[config.mk]
export PLATFORM = sky130hd
export DESIGN_NAME = ttl_kvc_front
export DESIGN_NICKNAME = d
export VERILOG_FILES = /design/src/design/ttl_key_value_cache_assert.svh /design/src/design/ttl_kvc_pkg.sv /design/src/design/ttl_kvc_front.sv
export SDC_FILE = /design/constraint.sdc
export NUM_CORES = 1
export LEC_CHECK = 0
export BUFFER_PORTS_ARGS = -buffer_cell sky130_fd_sc_hd__buf_2
export CORE_MARGIN = 4
export CORE_UTILIZATION = 35
export CTS_CLUSTER_SIZE = 40
export DETAILED_ROUTE_END_ITERATION = 6
export PLACE_DENSITY = 0.65
export SYNTH_ARGS = -nofsm -noshare
export SYNTH_HDL_FRONTEND = slang
export SYNTH_SLANG_ARGS = --single-unit
[constraint.sdc]
create_clock -name clk -period 7.6 [get_ports clk]
set_input_delay 0.76 -clock clk [delete_from_list [all_inputs] [get_ports clk]]
set_output_delay 0.76 -clock clk [all_outputs]
set_load 0.01 [all_outputs]
[src/design/ttl_key_value_cache_assert.svh]
// Assertion macros for the cache RTL.
// Each expects clk and rst_n in scope of the module that uses it.
`ifndef TTL_KEY_VALUE_CACHE_ASSERT_SVH
`define TTL_KEY_VALUE_CACHE_ASSERT_SVH

// antecedent implies consequent in the same cycle
`define TKVC_ASSERT_NOW(lbl, ante, cons, msg) \
    lbl: assert property (@(posedge clk) disable iff (!rst_n) (ante) |-> (cons)) \
        else $error(msg);

// antecedent implies consequent in the next cycle
`define TKVC_ASSERT_NEXT(lbl, ante, cons, msg) \
    lbl: assert property (@(posedge clk) disable iff (!rst_n) (ante) |=> (cons)) \
        else $error(msg);

`endif

[src/design/ttl_kvc_pkg.sv]
// Types and constants for the TTL key/value cache.
// No dependencies.
package ttl_kvc_pkg;

    localparam int KEY_W       = 64;
    localparam int VALUE_W     = 64;
    localparam int LEN_W       = 4;
    localparam int FREE_W      = 7;
    localparam int STAMP_W     = 32;
    localparam int ACTION_W    = 2;
    localparam int S_TDATA_W   = 136;
    localparam int M_TDATA_W   = 80;
    localparam int CFG_INDEX_W = 2;
    localparam int CFG_DATA_W  = 32;

    localparam logic [LEN_W-1:0] MAX_LEN = 4'd8;

    localparam logic [CFG_INDEX_W-1:0] CFG_MAX_ENTRIES = 2'd0;
    localparam logic [CFG_INDEX_W-1:0] CFG_TTL         = 2'd1;

    typedef enum logic [ACTION_W-1:0] {
        ACT_SET    = 2'd0,
        ACT_GET    = 2'd1,
        ACT_REMOVE = 2'd2,
        ACT_TICK   = 2'd3
    } action_t;

    typedef struct packed {
        action_t             action;
        logic [KEY_W-1:0]    key;
        logic [VALUE_W-1:0]  value;
        logic [LEN_W-1:0]    length;
    } item_t;

    typedef struct packed {
        logic                ok;
        logic [VALUE_W-1:0]  value;
        logic [LEN_W-1:0]    length;
        logic [FREE_W-1:0]   free_count;
    } result_t;

endpackage

[src/design/ttl_kvc_front.sv]
// Front end: takes input transactions, masks and clamps fields, queues them.
// Depends on ttl_kvc_pkg.
module ttl_kvc_front import ttl_kvc_pkg::*; #(
    parameter int KEY_BITS   = 64,
    parameter int VALUE_BITS = 64
) (
    input  logic                 clk,
    input  logic                 rst_n,
    input  logic                 s_tvalid,
    output logic                 s_tready,
    input  logic [S_TDATA_W-1:0] s_tdata,
    input  logic [ACTION_W-1:0]  s_tuser,
    input  logic                 clearing,
    output logic                 q_valid,
    output item_t                q_item,
    input  logic                 q_pop
);

    localparam logic [KEY_W-1:0]   KEY_MASK   = {KEY_W{1'b1}} >> (KEY_W - KEY_BITS);
    localparam logic [VALUE_W-1:0] VALUE_MASK = {VALUE_W{1'b1}} >> (VALUE_W - VALUE_BITS);

    item_t      mem_reg [2];
    logic       wr_ptr_reg, rd_ptr_reg;
    logic [1:0] cnt_reg;
    logic       push;
    item_t      in_item;
    logic [LEN_W-1:0] in_len;

    assign s_tready = !clearing && (cnt_reg != 2'd2);
    assign push     = s_tvalid && s_tready;
    assign q_valid  = (cnt_reg != 2'd0);
    assign q_item   = mem_reg[rd_ptr_reg];

    always_comb
    begin
        in_len         = s_tdata[KEY_W+VALUE_W +: LEN_W];
        in_item.action = action_t'(s_tuser);
        in_item.key    = s_tdata[0 +: KEY_W] & KEY_MASK;
        in_item.value  = s_tdata[KEY_W +: VALUE_W] & VALUE_MASK;
        in_item.length = (in_len > MAX_LEN) ? MAX_LEN : in_len;
    end

    always_ff @(posedge clk)
    begin
        if (push)
        begin
            mem_reg[wr_ptr_reg] <= in_item;
        end
    end

    always_ff @(posedge clk or negedge rst_n)
    begin
        if (!rst_n)
        begin
            wr_ptr_reg <= 1'b0;
            rd_ptr_reg <= 1'b0;
            cnt_reg    <= 2'd0;
        end
        else
        begin
            if (push)
            begin
                wr_ptr_reg <= !wr_ptr_reg;
            end
            if (q_pop)
            begin
                rd_ptr_reg <= !rd_ptr_reg;
            end
            if (push && !q_pop)
            begin
                cnt_reg <= cnt_reg + 2'd1;
            end
            else if (!push && q_pop)
            begin
                cnt_reg <= cnt_reg - 2'd1;
            end
        end
    end

endmodule

## After elaboration in Yosys (flattened, before gate mapping)

Memory sizes are Yosys's and may differ from the RTL's.
Index checks and enable logic that the tools add are counted.

- Flip-flop bits (word level): 4
- Bits in writable memories: 268
- Input port bits: 143
- Output and inout port bits: 136
- Memories: 1

Memories:

| memory | depth | width | rd ports | clocked after Yosys merged registers in | wr ports | line | RTL |
|---|---|---|---|---|---|---|---|
| mem_reg | 2 | 134 | 1 | 0 | 1 | ttl_kvc_front.sv:22 | `item_t mem_reg [2];` |

- Add/subtract/negate cells: 2
- Order comparisons: 1
- Eq/ne operators: 1
- Multiplexer cells: 5
- Reductions and logical operators: 11

Operators by type and width:

| operator | count |
|---|---|
| 1-bit zero test | 5 |
| 4-bit > comparator (second input constant) | 1 |
| 1-bit logical AND | 4 |
| 2-bit two-way mux | 2 |
| 4-bit two-way mux | 1 |
| 2-bit nonzero test | 2 |
| 2-bit by 1-bit adder with 2-bit output (second input constant) | 1 |
| 1-bit two-way mux | 2 |
| 2-bit inequality test (second input constant) | 1 |
| 2-bit by 1-bit subtractor with 2-bit output (second input constant) | 1 |

## Logic depth before layout (Yosys ltp)

Gate-level depths: netlist (run 1).

- Depth after elaboration: 7
- Mapped depth: 6
- Mapped depth without buffers: 6

## Least setup slack after synthesis (run 1)

OpenSTA, ideal clock, no wires.

- Path type: input -> register
- Start: input port clearing
- End: memory mem_reg[0][0] in the netlist's numbering, enable pin
- Library setup time: 0.645 ns
- Arrival time: 6.953 ns
- Data required time: 6.955 ns
- Path slack: 0.002 ns
- Cell stages on the path: 2
- Buffers on the path: 0
- Path through: nor3b_2 > nor2b_1

- Cells in the longest elaborated chain, start to end: 5

Ends and longest elaborated chain:

| item | line | RTL |
|---|---|---|
| start, declared | ttl_kvc_front.sv:13 | `input logic clearing,` |
| 1-bit zero test | ttl_kvc_front.sv:29 | `assign s_tready = !clearing && (cnt_reg != 2'd2);` |
| 1-bit logical AND | ttl_kvc_front.sv:29 |  |
| 1-bit logical AND | ttl_kvc_front.sv:30 | `assign push = s_tvalid && s_tready;` |
| 1-bit two-way mux | ttl_kvc_front.sv:45 | `if (push)` |
| 1-bit two-way mux (not written as such) | ttl_kvc_front.sv:47 | `mem_reg[wr_ptr_reg] <= in_item;` |
| end, declared | ttl_kvc_front.sv:22 |  |

Every way passes these cells.

==> impl_results.md, run 1 <==
* Fin crit share at 44.2%
* Std-Cell Rows at 61
* Synth Warn # at 0
* RSZ-0062 raised after global routing: false
* Part of the power in the clock network at 30.0%
* Top cells by area, synth: edfxtp_1 (80%), mux2_2 (9.4%), mux2_4 (7.4%)
* CTS sink count at 272
* Vias in the first global route at 5250
* Max FO, Critical Path at 65
* R2R Path Start: cnt_reg[1]
* DIE AREA at 31600 sq um
* FILL cells at 2555
* CTS Buf Count at 29
* Via count at 4988
* Status: complete, no violations
* Most common cell after layout, fill and taps aside: buf_2
* Area grow syn2layout at 26.7%
* Setup TNS at 0 ns
* CP Class: reg -> out
* Routed WL per cell at 17.1 um
* Sequential cell fraction of total power at 43.4%
* Hpwl dp at 12600 um
* Min Tclk post-route at 3.36 ns
* Pwr Density at 348 nW/um^2
* Top cell type's share of synthesized area at 79.8%
* # IOs at 279
* Hold Crit Depth at 1
* Die width at 178 um
* Crit end category: primary output
* Mapped Avg Cell Area at 23.0 sq um
* Starting Density at 35.9%
* P_int at 3.24 mW
* # DRC at 0
* CP arrival at 2.60 ns
* Sequential fraction of the synthesis area at 80.7%
* Worst hold margin at 0.412 ns
* Setup-failing EPs final at 0
* Peak VDD IR at 0.000185 V
* FF-to-FF path depth at 4
* Worst clock skew at 0.00972 ns
* R2R Path End: mem_reg[1][128]
* Fraction of layout cells with a size suffix above 1 at 60.8%
* Netlist cell types at 16
* Post-Route WL at 19400 um
* DRT Pass-1 Iters at 4
* Total gr overflow at 0
* Total global-route track usage at 11.5%
* Die Span Y at 178 um
* Gate Count Post-Synth at 439
* Most frequent cells in the layout: buf_2 (274), edfxtp_1 (268), mux2_2 (84), mux2_4 (50), clkbuf_16 (29)
* # H-tree levels at 1
* Total of max-cap violations at 0
* Pin count of the biggest net entering global routing at 75
* GPL Wtd Cong at 0.704
* WP depth at 3
* Gate power share at 26.6%
* Worst Tran Pin Value at 1.06 ns
* Worst Hold End: mem_reg[0][115]
* Slowest CP cell: buf_4
* Peak Freq at 0.298 GHz
* Final Max Tran Viols at 0
* Clock Latency Late Sink at 0.53 ns
* CP Launch Type: flop
* Crit path required time at 6.84 ns
* Slowest cell delay on critical path at 0.79 ns
* Yosys reg bits at 272
* Largest register FFs at 268
* Leak at 4.85 nW
* Core area at 28100 sq um
* CP Buf/Inv Count at 2
* Initial antenna violation count at 3
* CTS tree: yes
* Reg2reg setup slack at 4.56 ns
* Wire length of the first global-routing pass at 28800 um
* Hold path start: s_tdata[47]
* Ordered cell list for the critical path: buf_4 > mux2_2 > buf_2
* Final Hold Viols at 0
* Switching pwr at 1.20 mW
* CTS max path bufs at 3
* Hold WC Path Type: in -> reg
* Drt via density at 4.39
* Leading area contributor after synthesis: edfxtp_1
* Mapped Area at 10100 sq um
* Root Driver: clkbuf_16
* Nets@finish at 878
* Post-Syn Nets at 583
* Critical path's top delay family: buffers and inverters
* Rel. slew slack at 29.3%
* Clock transition at the registers of the reported paths at 0.06 ns
* DR iter-0 viols at 199
* Post-DRT Antenna Nets at 0
* Port bufs at 274
* Sw Share at 27.0%
[worst register-to-register path, delay by kind of cell (launching register included)]
kind	cells	cell delay, ns
buf+inv	1	0.89
simple gates	3	1.27
flops	1	0.40
[through the flow]
stage               utilization (%)  area, sq um  worst slack (ns)  std cells  power (mW)
floorplan                         -        10100           0.00194        439        2.79
global placement               42.2        11900              4.14       1080        3.17
detailed placement             42.2        11900              4.16       1080        3.17
CTS                            45.5        12800              4.17       1134        4.53
global route                   45.5        12800              4.09       1134        4.67
finish                         45.5        12800              4.24       1135        4.44
[cell type report]
type	count	area, sq um	area share, %
diodes	1	2.50	0.0196
clock inverters	13	114	0.890
multi-input cells	150	1830	14.3
inverters	1	3.75	0.0294
repair buffers	280	1420	11.1
well taps	378	473	3.70
clock buffers	40	797	6.23
flip-flops and latches	272	8150	63.7
[how the worst max path moves through the flow]
| stage | start | end | slack (ns) |
|---|---|---|---|
| floorplan | clearing | mem_reg[0][0] | 0.002 |
| detailed placement | clearing | mem_reg[1][74] | 4.16 |
| CTS | rd_ptr_reg | q_item[128] | 4.17 |
| finish | rd_ptr_reg | q_item[128] | 4.24 |
| global route | rd_ptr_reg | q_item[128] | 4.09 |
| global placement | clearing | mem_reg[1][74] | 4.14 |
[routing by layer]
| layer | share of wire, % | global-route usage [%] | vias to the layer above |
|---|---|---|---|
| met2 | 49 | 19.5 | 190 |
| met5 | 0.21 | 0 | - |
| met4 | 2.0 | 2.84 | 6 |
| met3 | 9.9 | 4.67 | 46 |
| met1 | 39 | 13.8 | 2406 |
| li1 | - | - | 2340 |
[cell families (layout without fill, tap and decap cells)]
| logic type | count (synthesis) | count (layout) | share of synthesized area [%] |
|---|---|---|---|
| flops | 272 | 272 | 80.7 |
| mux | 134 | 134 | 16.8 |
| buf+inv | 17 | 334 | 1.25 |
| simple gates | 10 | 10 | 0.632 |
| xor+xnor | 5 | 5 | 0.434 |
| fa+ha+maj | 1 | 1 | 0.124 |
| other cells | 0 | 1 | 0 |
[power groups by stage]
stage               clock network [mW]  logic [mW]  registers [mW]
finish                            1.33        1.18            1.93
global placement                     0        1.21            1.96
detailed placement                   0        1.21            1.96
floorplan                            0       0.824            1.96
CTS                               1.38        1.21            1.93
global route                      1.45        1.28            1.95
[repair_timing]
action                    in CTS  in global routing
resized for setup              0                  0
setup buffers                  0                  0
hold buffers                   1                  0
hold endpoints to repair       4                  0
[cells in the mapped netlist]
library cell	count
nor3b_2	1
nor2_1	2
mux2_4	50
or2_2	1
clkbuf_1	1
mux2_2	84
xor2_1	4
inv_1	1
and2_1	1
nor2b_1	5
buf_2	8
dfrtp_1	4
ha_1	1
buf_6	7
edfxtp_1	268
xnor2_1	1
(Power assumes the default switching activity.)
==> inputs of run 2 (changes only) <==
--- a/config.mk
+++ b/config.mk
@@ -10,7 +10,7 @@
 export CORE_UTILIZATION = 35
 export CTS_CLUSTER_SIZE = 40
 export DETAILED_ROUTE_END_ITERATION = 6
-export PLACE_DENSITY = 0.65
+export PLACE_DENSITY = 0.63
 export SYNTH_ARGS = -nofsm -noshare
 export SYNTH_HDL_FRONTEND = slang
 export SYNTH_SLANG_ARGS = --single-unit
==> constraint.sdc (replaced) <==
create_clock -name clk -period 3.3 [get_ports clk]
set_input_delay 0.33 -clock clk [delete_from_list [all_inputs] [get_ports clk]]
set_output_delay 0.33 -clock clk [all_outputs]
set_load 0.01 [all_outputs]
==> run 2 against run 1 <==
- utilization is 5.1 points higher
- cell count grew 12%
- power grew 140%
==> impl_results.md, run 2 (same netlist as run 1, synthesis figures left out) <==
* Status: complete, no violations
* Wire length of the first global-routing pass at 32000 um (+11%)
* Crit end category: primary output
* Area grow syn2layout at 41.0%
* Die width at 178 um (unchanged)
* Drt via density at 4.38 (-0.38%)
* Setup TNS at 0 ns (unchanged)
* Most common cell after layout, fill and taps aside: buf_2
* Hpwl dp at 13000 um (+3.3%)
* Reg2reg setup slack at 1.14 ns (-3.42 ns)
* Pin count of the biggest net entering global routing at 101 (+35%)
* Worst Hold End: mem_reg[1][3]
* DRT Pass-1 Iters at 4 (unchanged)
* Peak VDD IR at 0.000404 V (+120%)
* Peak Freq at 0.380 GHz
* DIE AREA at 31600 sq um (unchanged)
* Hold path start: s_tdata[131]
* Initial antenna violation count at 1 (-2)
* CTS Hold Bufs at 132 (+131)
* Final Hold Viols at 0 (unchanged)
* Worst Slack Setup Final at 0.667 ns (-3.57 ns)
* Std-Cell Rows at 61 (unchanged)
* Core area at 28100 sq um (unchanged)
* Via count at 5560 (+11%)
* Min Tclk post-route at 2.63 ns
* Total gr overflow at 0 (unchanged)
* Fraction of layout cells with a size suffix above 1 at 51.9% (-9.0 points)
* GPL Wtd Cong at 0.723 (+2.6%)
* Crit path required time at 2.97 ns (-3.87 ns)
* Vias in the first global route at 5979 (+14%)
* CP arrival at 2.30 ns (-0.30 ns)
* Largest register FFs at 268 (unchanged)
* Placed Area at 12000 sq um (+0.82%)
* R2R Path Start: cnt_reg[1]
* Max FO, Critical Path at 38 (-42%)
* Nets@finish at 1012 (+15%)
* CTS sink count at 272 (unchanged)
* CP Buf/Inv Count at 2 (unchanged)
* Root Driver: clkbuf_16
* Starting Density at 35.9% (unchanged)
* Total of max-cap violations at 0 (unchanged)
* RSZ-0062 raised after global routing: false
* Post-DRT Antenna Nets at 0 (unchanged)
* # H-tree levels at 1 (unchanged)
* FF-to-FF path depth at 4 (unchanged)
* Setup-failing EPs final at 0 (unchanged)
* Total global-route track usage at 12.7% (+1.2 points)
* Placed Cells incl. Taps at 1083 (+0.28%)
* Routed WL per cell at 16.6 um (-3.2%)
* CP Class: reg -> out
* # DRC at 0 (unchanged)
* Design Power at 10.5 mW (+140%)
* CTS max path bufs at 3 (unchanged)
* Leak at 5.44 nW (+12%)
* Rel. slew slack at 61.2% (+32 points)
* Postcts setup bufs at 0 (unchanged)
* DR iter-0 viols at 243 (+22%)
* Post-Route WL at 21000 um (+8.3%)
* # IOs at 279 (unchanged)
* Critical path's top delay family: flip-flops
* Dpl ws at 1.15 ns (-3.01 ns)
* Slowest CP cell: dfrtp_4
* Port bufs at 274 (unchanged)
* CP Launch Type: flop
* Hold Crit Depth at 1 (unchanged)
* Most frequent cells in the layout: buf_2 (274), edfxtp_1 (268), dlygate4sd3_1 (132), mux2_2 (84), mux2_4 (50)
* Worst Tran Pin Value at 0.582 ns (-0.478 ns)
* Fin crit share at 79.8%
* Ordered cell list for the critical path: buf_4 > mux2_2 > buf_2
* Final Max Tran Viols at 0 (unchanged)
* CTS tree: yes
* Worst clock skew at 0.0111 ns (+0.00139 ns)
* Resized Gates After CTS at 0 (unchanged)
* Pwr Density at 741 nW/um^2 (+110%)
* Clock transition at the registers of the reported paths at 0.06 ns (about the same)
* Hold WC Path Type: in -> reg
* R2R Path End: mem_reg[1][93]
* Post-Layout Cell Count at 1270 (+12%)
* Die Span Y at 178 um (unchanged)
* Clock Latency Late Sink at 0.54 ns (about the same)
* Slowest cell delay on critical path at 0.79 ns (about the same)
* Finished Cell Area at 14200 sq um (+11%)
* CTS Buf Count at 29 (unchanged)
==> run 2: area by class of cell <==
cell class / count / area [sq um]
diodes: 1 / 2.50
clock buffers: 40 / 797
clock inverters: 14 / 148
fillers: 2370 / 13900
inverters: 1 / 3.75
multi-input cells: 150 / 1830
flip-flops and latches: 272 / 8150
well taps: 378 / 473
repair buffers: 414 / 2830
==> run 2: worst max path at each step <==
stage | startpoint | endpoint | cells after the start
6_report | rd_ptr_reg | q_item[34] | 3
3_3_place_gp | cnt_reg[1] | mem_reg[1][79] | 4
2_1_floorplan | cnt_reg[1] | mem_reg[0][0] | 3
4_1_cts | rd_ptr_reg | q_item[34] | 3
3_5_place_dp | cnt_reg[1] | mem_reg[1][86] | 4
5_1_grt | rd_ptr_reg | q_item[34] | 3
==> run 2: through the flow <==
stage | hold WS (ns) | utilization [%]
2_1_floorplan | 0.0344 | -
3_3_place_gp | 0.140 | 42.6
3_5_place_dp | 0.142 | 42.6
4_1_cts | 0.00256 | 50.7
5_1_grt | 0.0142 | 50.7
6_report | 0.0353 | 50.7
==> run 2: metal layers <==
layer  routed length, um  track usage, %  vias up
met5                   0               0        -
met4                 418            3.19        0
met3                1910            4.22       38
met2               10400            21.8      211
met1                8270            15.5     2699
li1                    -               -     2612
==> run 2: report_power, final <==
group | total [mW] | leakage (nW) | internal [mW] | switching, mW
combinational | 2.87 | 2.49 | 1.48 | 1.39
sequential | 4.50 | 2.49 | 4.30 | 0.200
clock | 3.17 | 0.455 | 1.91 | 1.26
==> inputs of run 3 (changes only) <==
==> constraint.sdc (replaced) <==
create_clock -name clk -period 2.5 [get_ports clk]
set_input_delay 0.25 -clock clk [delete_from_list [all_inputs] [get_ports clk]]
set_output_delay 0.25 -clock clk [all_outputs]
set_load 0.01 [all_outputs]
==> run 3 against run 2 <==
- global-route usage rose by 0.24 points
- worst hold slack better by 0.029 ns
- sequential share of layout area increased by 0.16 points
- critical path type unchanged
- clock power grew 22%
==> impl_results.md, run 3 (same netlist as run 1, synthesis figures left out) <==
* Status: complete, no violations
* CTS sink count at 272 (unchanged)
* Crit end category: primary output
* Area grow syn2layout at 40.6%
* DR iter-0 viols at 191 (-21%)
* Post-Route WL at 21300 um (+1.1%)
* Fraction of layout cells with a size suffix above 1 at 51.6% (-0.28 points)
* Wire length of the first global-routing pass at 32500 um (+1.5%)
* Drt via density at 4.37 (-0.16%)
* Pin count of the biggest net entering global routing at 74 (-27%)
* Setup-failing EPs final at 0 (unchanged)
* Die width at 178 um (unchanged)
* Most frequent cells in the layout: buf_2 (274), edfxtp_1 (268), dlygate4sd3_1 (133), mux2_2 (84), mux2_4 (50)
* CP Class: reg -> out
* Resized Gates After CTS at 0 (unchanged)
* Crit path required time at 2.25 ns (-0.72 ns)
* Leak at 5.43 nW (-0.34%)
* Worst clock skew at 0.00795 ns (-0.00316 ns)
* Final Hold Viols at 0 (unchanged)
* Core area at 28100 sq um (unchanged)
* Clock Latency Late Sink at 0.52 ns (-0.02 ns)
* Largest register FFs at 268 (unchanged)
* Total of max-cap violations at 0 (unchanged)
* GPL Wtd Cong at 0.682 (-5.6%)
* Initial antenna violation count at 1 (unchanged)
* Starting Density at 35.9% (unchanged)
* Design Power at 13.7 mW (+29%)
* Fin crit share at 94.3%
* Routed WL per cell at 16.7 um (+1.1%)
* Peak VDD IR at 0.000592 V (+46%)
* DRT Pass-1 Iters at 4 (unchanged)
* # IOs at 279 (unchanged)
* Most common cell after layout, fill and taps aside: buf_2
* Post-DRT Antenna Nets at 0 (unchanged)
* # DRC at 0 (unchanged)
* Std-Cell Rows at 61 (unchanged)
* Nets@finish at 1015 (+0.30%)
* Port bufs at 274 (unchanged)
* Max FO, Critical Path at 40 (+5.3%)
* Worst Tran Pin Value at 0.458 ns (-0.125 ns)
* Pwr Density at 962 nW/um^2 (+30%)
* Final Max Tran Viols at 0 (unchanged)
* CP Launch Type: flop
* Total global-route track usage at 12.9% (+0.24 points)
* RSZ-0062 raised after global routing: false
* DIE AREA at 31600 sq um (unchanged)
* Antenna diodes at 0 (-1)
* Root Driver: clkbuf_16
* FF/Latch Area at 8150 sq um (unchanged)
* # H-tree levels at 1 (unchanged)
* Multi-input logic area at 1840 sq um (+0.75%)
* Final Util at 50.5% (-0.14 points)
* Hpwl dp at 13300 um (+2.3%)
* CTS Buf Count at 29 (unchanged)
* CTS tree: yes
* Peak Freq at 0.424 GHz
* Postcts setup bufs at 0 (unchanged)
* Via count at 5551 (-0.16%)
* Hold WC Path Type: in -> reg
* Min Tclk post-route at 2.36 ns
* Die Span Y at 178 um (unchanged)
* FILL cells at 2374 (+0.17%)
* Rel. slew slack at 69.5% (+8.3 points)
* Vias in the first global route at 6070 (+1.5%)
* Total gr overflow at 0 (unchanged)
* Clock transition at the registers of the reported paths at 0.06 ns (about the same)
* CP arrival at 2.11 ns (-0.19 ns)
* CTS max path bufs at 3 (unchanged)
==> run 3: critical path: stages (launching register included) <==
cell,delay [ns]
dfrtp_4,0.69
buf_12,0.34
mux2_2,0.37
buf_2,0.15
==> run 3: routing by layer <==
layer  GRT usage, %  wire [um]  up-vias
li1               -          -     2606
met1           15.8       8640     2700
met2           22.3      10300      203
met3           4.20       1830       40
met4           3.25        448        2
met5              0          7        -
==> run 3: timing repair <==
action,CTS,global route
hold endpoints to repair,267,0
hold buffers,133,0
setup endpoints to repair,0,0
==> run 3: final cells by class <==
class                   instances  area share, %
flip-flops and latches        272           57.4
repair buffers                417           20.2
multi-input cells             150           13.0
clock buffers                  39           5.38
well taps                     378           3.33
clock inverters                13          0.652
inverters                       1         0.0265
==> run 3: worst paths after layout <==
kind	startpoint	end	slack [ns]	depth (start not counted)
worst min-delay path	s_tdata[130]	mem_reg[1][2]	0.06	2
worst max register to register	cnt_reg[1]	mem_reg[1][102]	0.59	4
worst min register to register	cnt_reg[1]	cnt_reg[1]	0.50	1
worst max-delay path	rd_ptr_reg	q_item[118]	0.14	3
max in group asynchronous	rst_n	rd_ptr_reg	2.29	2
min in group asynchronous	rst_n	rd_ptr_reg	0.07	2
==> run 3: metrics by stage <==
step / std cells / hold WS (ns) / setup slack, ns / setup TNS [ns] / area (sq um)
3_5_place_dp: 1085 / 0.0661 / 0.600 / 0 / 12000
5_1_grt: 1270 / 0.0611 / 0.0431 / 0 / 14200
4_1_cts: 1270 / 0.0320 / 0.0807 / 0 / 14200
3_3_place_gp: 1085 / 0.0612 / 0.603 / 0 / 12000
2_1_floorplan: 439 / -0.0456 / -0.766 / -156.26 / 10100
6_report: 1270 / 0.0645 / 0.142 / 0 / 14200
==> run 3: where the power goes <==
group / switching [mW] / total [mW] / internal, mW / leakage [nW]
sequential: 0.227 / 5.90 / 5.67 / 2.49
clock: 1.63 / 3.86 / 2.23 / 0.413
combinational: 1.89 / 3.89 / 2.00 / 2.52
